## src/hw/rtl/htd_pkg.sv

```systemverilog
// ----------------------------------------------------------------------------
// htd_pkg
// Shared types and constants of the tree-walk code decoder.
// ----------------------------------------------------------------------------
`default_nettype none

package htd_pkg;

  localparam int unsigned NODE_COUNT_DEF = 512;
  localparam int unsigned CODE_BITS_DEF  = 32;

  localparam int unsigned CMD_W   = 2;
  localparam int unsigned SYM_W   = 8;
  localparam int unsigned VALUE_W = 32;
  localparam int unsigned LEN_W   = 6;
  localparam int unsigned LIMIT_W = 32;

  // register index, taken from paddr[2]
  localparam logic REG_BIT_LIMIT = 1'b0;

  typedef enum logic [CMD_W-1:0] {
    CMD_CLEAR  = 2'd0,
    CMD_INSERT = 2'd1,
    CMD_DECODE = 2'd2
  } cmd_e;

  typedef enum logic [2:0] {
    S_IDLE,
    S_INS_STEP,
    S_INS_LOAD,
    S_INS_ERR,
    S_REFRESH,
    S_REFRESH_LD,
    S_DEC_CHK,
    S_DEC_ERR
  } state_e;

  // status of the code bit shifter
  typedef struct packed {
    logic aligned;  // leading pad shifted out, msb is the next code bit
    logic empty;    // all code bits consumed
    logic msb;      // next code bit
  } code_stat_t;

endpackage

`default_nettype wire

```

## src/hw/rtl/htd_code_sreg.sv

```systemverilog
// ----------------------------------------------------------------------------
// htd_code_sreg
// Code bit shifter: left-aligns an insert code one bit per cycle, then hands
// out its bits first bit first, one per shift request.
// ----------------------------------------------------------------------------
`default_nettype none

module htd_code_sreg #(
  parameter int unsigned CODE_BITS = htd_pkg::CODE_BITS_DEF
) (
  input  wire logic                        clk_i,
  input  wire logic                        rst_ni,
  input  wire logic                        load_i,
  input  wire logic                        shift_i,
  input  wire logic [htd_pkg::VALUE_W-1:0] value_i,
  input  wire logic [htd_pkg::LEN_W-1:0]   length_i,
  output htd_pkg::code_stat_t              stat_o
);

  localparam int unsigned CW = $clog2(CODE_BITS + 1);
  localparam logic [6:0] CodeBits7 = 7'(CODE_BITS);

  logic [CODE_BITS-1:0] sr_q, sr_d;
  logic [CW-1:0]        pad_q, pad_d;
  logic [CW-1:0]        left_q, left_d;
  logic [6:0]           len_ext;
  logic [6:0]           len_sat;
  logic [63:0]          value_ext;

  assign value_ext = 64'(value_i);
  assign len_ext   = 7'(length_i);
  assign len_sat   = (len_ext > CodeBits7) ? CodeBits7 : len_ext;

  always_comb begin
    sr_d   = sr_q;
    pad_d  = pad_q;
    left_d = left_q;
    if (load_i) begin
      sr_d   = value_ext[CODE_BITS-1:0];
      pad_d  = CW'(CodeBits7 - len_sat);
      left_d = CW'(len_sat);
    end else if (pad_q != '0) begin
      sr_d  = sr_q << 1;
      pad_d = pad_q - CW'(1);
    end else if (shift_i && (left_q != '0)) begin
      sr_d   = sr_q << 1;
      left_d = left_q - CW'(1);
    end
  end

  always_ff @(posedge clk_i or negedge rst_ni) begin
    if (!rst_ni) begin
      pad_q  <= '0;
      left_q <= '0;
    end else begin
      pad_q  <= pad_d;
      left_q <= left_d;
    end
  end

  always_ff @(posedge clk_i) begin
    sr_q <= sr_d;
  end

  assign stat_o.aligned = (pad_q == '0);
  assign stat_o.empty   = (left_q == '0);
  assign stat_o.msb     = sr_q[CODE_BITS-1];

endmodule

`default_nettype wire

```

## config.mk

```make
export PLATFORM = sky130hd
export DESIGN_NAME = htd_code_sreg
export DESIGN_NICKNAME = d
export VERILOG_FILES = /design/src/hw/rtl/htd_pkg.sv /design/src/hw/rtl/htd_code_sreg.sv
export SDC_FILE = /design/constraint.sdc
export NUM_CORES = 1
export LEC_CHECK = 0
export ABC_AREA = 1
export BUFFER_PORTS_ARGS = -buffer_cell sky130_fd_sc_hd__buf_2
export CAP_MARGIN = 30
export CORE_MARGIN = 10
export CORE_UTILIZATION = 49
export DETAILED_ROUTE_END_ITERATION = 8
export GPL_TIMING_DRIVEN = 1
export HOLD_SLACK_MARGIN = 0.12
export PLACE_DENSITY = 0.73
export RECOVER_POWER = 100
export SYNTH_ARGS = -nofsm -noshare
export SYNTH_HDL_FRONTEND = slang
export SYNTH_SLANG_ARGS = --single-unit
```

## constraint.sdc

```tcl
create_clock -name clk_i -period 2.2 [get_ports clk_i]
set_input_delay 0 -clock clk_i [delete_from_list [all_inputs] [get_ports clk_i]]
set_output_delay 0 -clock clk_i [all_outputs]
set_load 0.1 [all_outputs]
```

* Word level (Yosys, flattened, before mapping)
Index checks and enable logic that the tools add are counted.
Word-level totals: logic and storage cells 26, output and inout port bits 3, bits of input ports 42, bits in registers 44
Cells by class: order comparisons 1, muxes and demuxes 9, reduce and logical (&&, ||, !) cells 9, equal/unequal tests 1, $add $sub $neg 3
Operator list (count):
- $mux W32 | 3
- $mux W6 | 6
- $logic_not A6 Y1 | 2
- $reduce_bool A6 Y1 | 2
- $sub A6 B1 Y6 const B | 2
- $gt A6 B6 Y1 const B | 1
- $sub A6 B6 Y6 const A | 1
- $reduce_bool A2 Y1 | 2
- $reduce_bool A3 Y1 | 1
- $ne A2 B2 Y1 const B | 1
- $reduce_and A2 Y1 | 1
- $logic_and A1 B1 Y1 | 1

* Logic depth before layout (Yosys ltp)
word-level depth 5, gate-level depth with buffers 9, depth with buffers taken out 9

* Least setup slack after synthesis
No wires, ideal clock.
path type register to register, start point reg pad_q[0], end point reg sr_q[0] (enable), clock period less this slack 2.817 ns, required time 1.722 ns, library setup time 0.478 ns, cell stages (with the launch flop) 8, data arrival time 2.339 ns, path buffers 0, setup slack -0.617 ns, cell sequence dfrtp_1 -> inv_1 -> ha_1 -> nand4_4 -> inv_1 -> nand2_1 -> inv_1 -> nand2_1
On the way: longest elaborated chain between the ends 2
RTL lines:
- start, declared | RTL line htd_code_sreg.sv:24 | logic [CW-1:0] pad_q, pad_d;
- start signal, assigned | RTL line htd_code_sreg.sv:56 | pad_q <= pad_d;
- $reduce_bool A6 Y1 | RTL line htd_code_sreg.sv:42 | end else if (pad_q != '0) begin
- $reduce_bool A3 Y1 (no source line)
- end signal, assigned | RTL line htd_code_sreg.sv:62 | sr_q <= sr_d;
- end, declared | RTL line htd_code_sreg.sv:23 | logic [CODE_BITS-1:0] sr_q, sr_d;
Every way passes these cells. A chain may end at the register's enable or synchronous reset.

* Worst setup path after layout
start point reg pad_q[0], end point reg sr_q[14] (enable)
The elaborated chain is that of the path after synthesis.

==> out/results.tsv <==
metric	value	unit
fp.coreArea	4440	µm²
crit_path_start	pad_q[0]	
cts_tree	done	
cp_common_cell	inv_1	
r2r_cells	7	
hold_viol	0	
syn_inst	272	
pin_count	45	
r2r_start	pad_q[0]	
wl_per_cell	13.7	µm
rsz0062_at_grt	no	
yosysTopAreaCell	edfxtp_1	
crit_arrival	1830	ps
crit_type	register to register	
drive_above_1_share	17.0	%
cts_buffer_depth	2	
finalCritPeriodShare	85.2	%
cp-start-kind	register	
slowest_stage	dfrtp_1	
hold_buffers	37	
dp_hpwl	3570	µm
clk_pin_slew	80	ps
dieWidth	88.4	µm
synth_area_per_cell	8.42	µm²
status	completed	
finalSetupViolations	0	
synth.distinct_cells	25	
placementRows	24	
vias	1990	
ant_nets	0	
synth.area.top_cells	edfxtp_1 (42%), nand2_1 (21%), dfrtp_1 (13%)	
yosysSeqAreaShare	55.1	%
fmax	534	MHz
rr_endpoint	sr_q[14]	
cts-root-buf	clkbuf_8	
endpoint	sr_q[14]	
grt_pass1_wl	9250	µm
postCtsSetupBuffers	0	
leakage	1.51	nW
peakVddDrop	0.530	mV
drv_slew	0	
drc	0	
critPathMaxFanout	32	
slew_headroom	21.8	%
tightest_slew	1180	ps
utilization	67.9	%
dr.pass1.iters	4	
worstHoldPathType	primary input to register	
cts_made_buffers	5	
grt_pass1_vias	2003	
synth_seq_cells	44	
final.setup.tns	0	ps
crit_path_end_kind	register	
die-area	7810	µm²
worst_clock_skew	9.65	ps
gp_congestion	0.870	
drt_wl_total	5550	µm
syn_area	2290	µm²
synth_top_area_share	42.0	%
via_per_inst	4.90	
initial_core_util	51.5	%
synthToLayoutAreaGrowth	31.7	%
synth_nets	319	
cp.required	2160	ps
drt_iter0_drc	111	
overflow	0	
hold_start	load_i	
dp_cells	360	
dieHeight	88.4	µm
crit_chain	inv_1 > ha_1 > nand4_4 > clkinvlp_2 > nand2_1 > inv_1 > nand2_4	
drv_cap	0	
power_density	715	nW/µm²
holdWs	125	ps
antenna_found_initial	0	
portBuffers	44	
grt_use_total	15.0	%
htreeDepth	2	
crit_path_max_incr_delay	330	ps
period_minus_slack	1870	ps
fin_cells	406	
clock_latency	310	ps
ctsResizeCount	0	
cts.sinks	44	
fin_nets	399	
grt_max_degree	45	
yosysWarnings	0	
ff2ff_setup_slack	330	ps
[critical path: cells and delay by family, from the launching register on]
kind	cells	cell delay [ps]
fa+ha+maj	1	250
simple gates	3	610
buf+inv	3	330
flops	1	330
[through the flow]
step / instance area (µm²) / setup slack (ps) / total power, mW
global placement: 2550 / 409 / 1.48
CTS: 3030 / 324 / 2.18
finish: 3020 / 326 / 2.16
detailed placement: 2550 / 342 / 1.50
floorplan: 2300 / 19.6 / 1.38
global route: 3010 / 185 / 2.29
[cell usage after synthesis]
cell type,count
ha_1,5
nor2_1,19
nand3_2,1
clkbuf_1,2
nand4_1,3
inv_1,22
nor2_4,1
nor3_1,2
o21ai_0,10
inv_2,2
nand4_4,1
o211ai_1,2
a31oi_1,2
a21oi_1,5
buf_4,2
o21ai_2,1
dfrtp_1,12
nand2_2,1
xor2_1,1
buf_2,6
nand2_1,126
nand3_1,11
o21ai_1,2
edfxtp_1,32
o21ai_4,1
[routing by layer]
| layer | vias up | GRT usage [%] | wire length [µm] |
|---|---|---|---|
| li1 | 1030 | - | - |
| met1 | 907 | 17.8 | 2360 |
| met2 | 44 | 25.7 | 2870 |
| met3 | 9 | 4.32 | 250 |
| met4 | 0 | 4.55 | 74 |
| met5 | - | 0 | 0 |
[layout make-up]
class	count	area, µm²
diodes	1	2.50
clock buffers	5	68.8
clock inverters	3	46.3
fillers	354	1430
inverters	24	91.3
multi-input cells	194	878
flip-flops and latches	44	1260
well taps	52	65.1
repair buffers	83	603
[how the worst min path moves through the flow]
stage	to	slack (ps)	cells after the start
2_1_floorplan	left_q[0]	-300	0
3_3_place_gp	left_q[5]	-110	1
3_5_place_dp	left_q[4]	-100	1
4_1_cts	pad_q[1]	130	4
5_1_grt	pad_q[1]	150	4
6_report	pad_q[1]	120	4
[layout by cell type (no fill, tap or decap), types with 2 or more instances in the layout]
master,n
nand4_1,3
a31oi_1,2
o21ai_0,11
nor2_1,19
clkbuf_2,2
inv_2,2
a21oi_1,5
dfrtp_1,12
nand3_1,11
nor3_1,2
buf_4,2
buf_2,40
clkbuf_1,2
dlygate4sd3_1,37
nand2_1,125
ha_1,5
clkbuf_8,5
edfxtp_1,32
o211ai_1,2
inv_1,21
o21ai_1,3
[logic make-up (layout without fill, tap and decap cells)]
kind of cell / after synthesis / after routing / synth area share (%)
xor+xnor: 1 / 1 / 0.383
flops: 44 / 44 / 55.1
other cells: 0 / 1 / 0
simple gates: 165 / 165 / 29.6
fa+ha+maj: 5 / 5 / 2.73
buf+inv: 34 / 115 / 6.23
compound gates: 23 / 23 / 6.01
[sequential cells by signal, indices dropped and copies added, names as in the netlist]
| signal | count |
|---|---|
| sr_q | 32 |
| left_q | 6 |
| pad_q | 6 |
[power breakdown]
| part | total (mW) | leakage (nW) | switching (mW) | internal (mW) |
|---|---|---|---|---|
| clock network | 0.631 | 0.0548 | 0.289 | 0.342 |
| registers | 1.06 | 0.500 | 0.0521 | 1.00 |
| logic | 0.471 | 0.951 | 0.288 | 0.183 |
No activity file was read; power rests on OpenSTA's default activity.
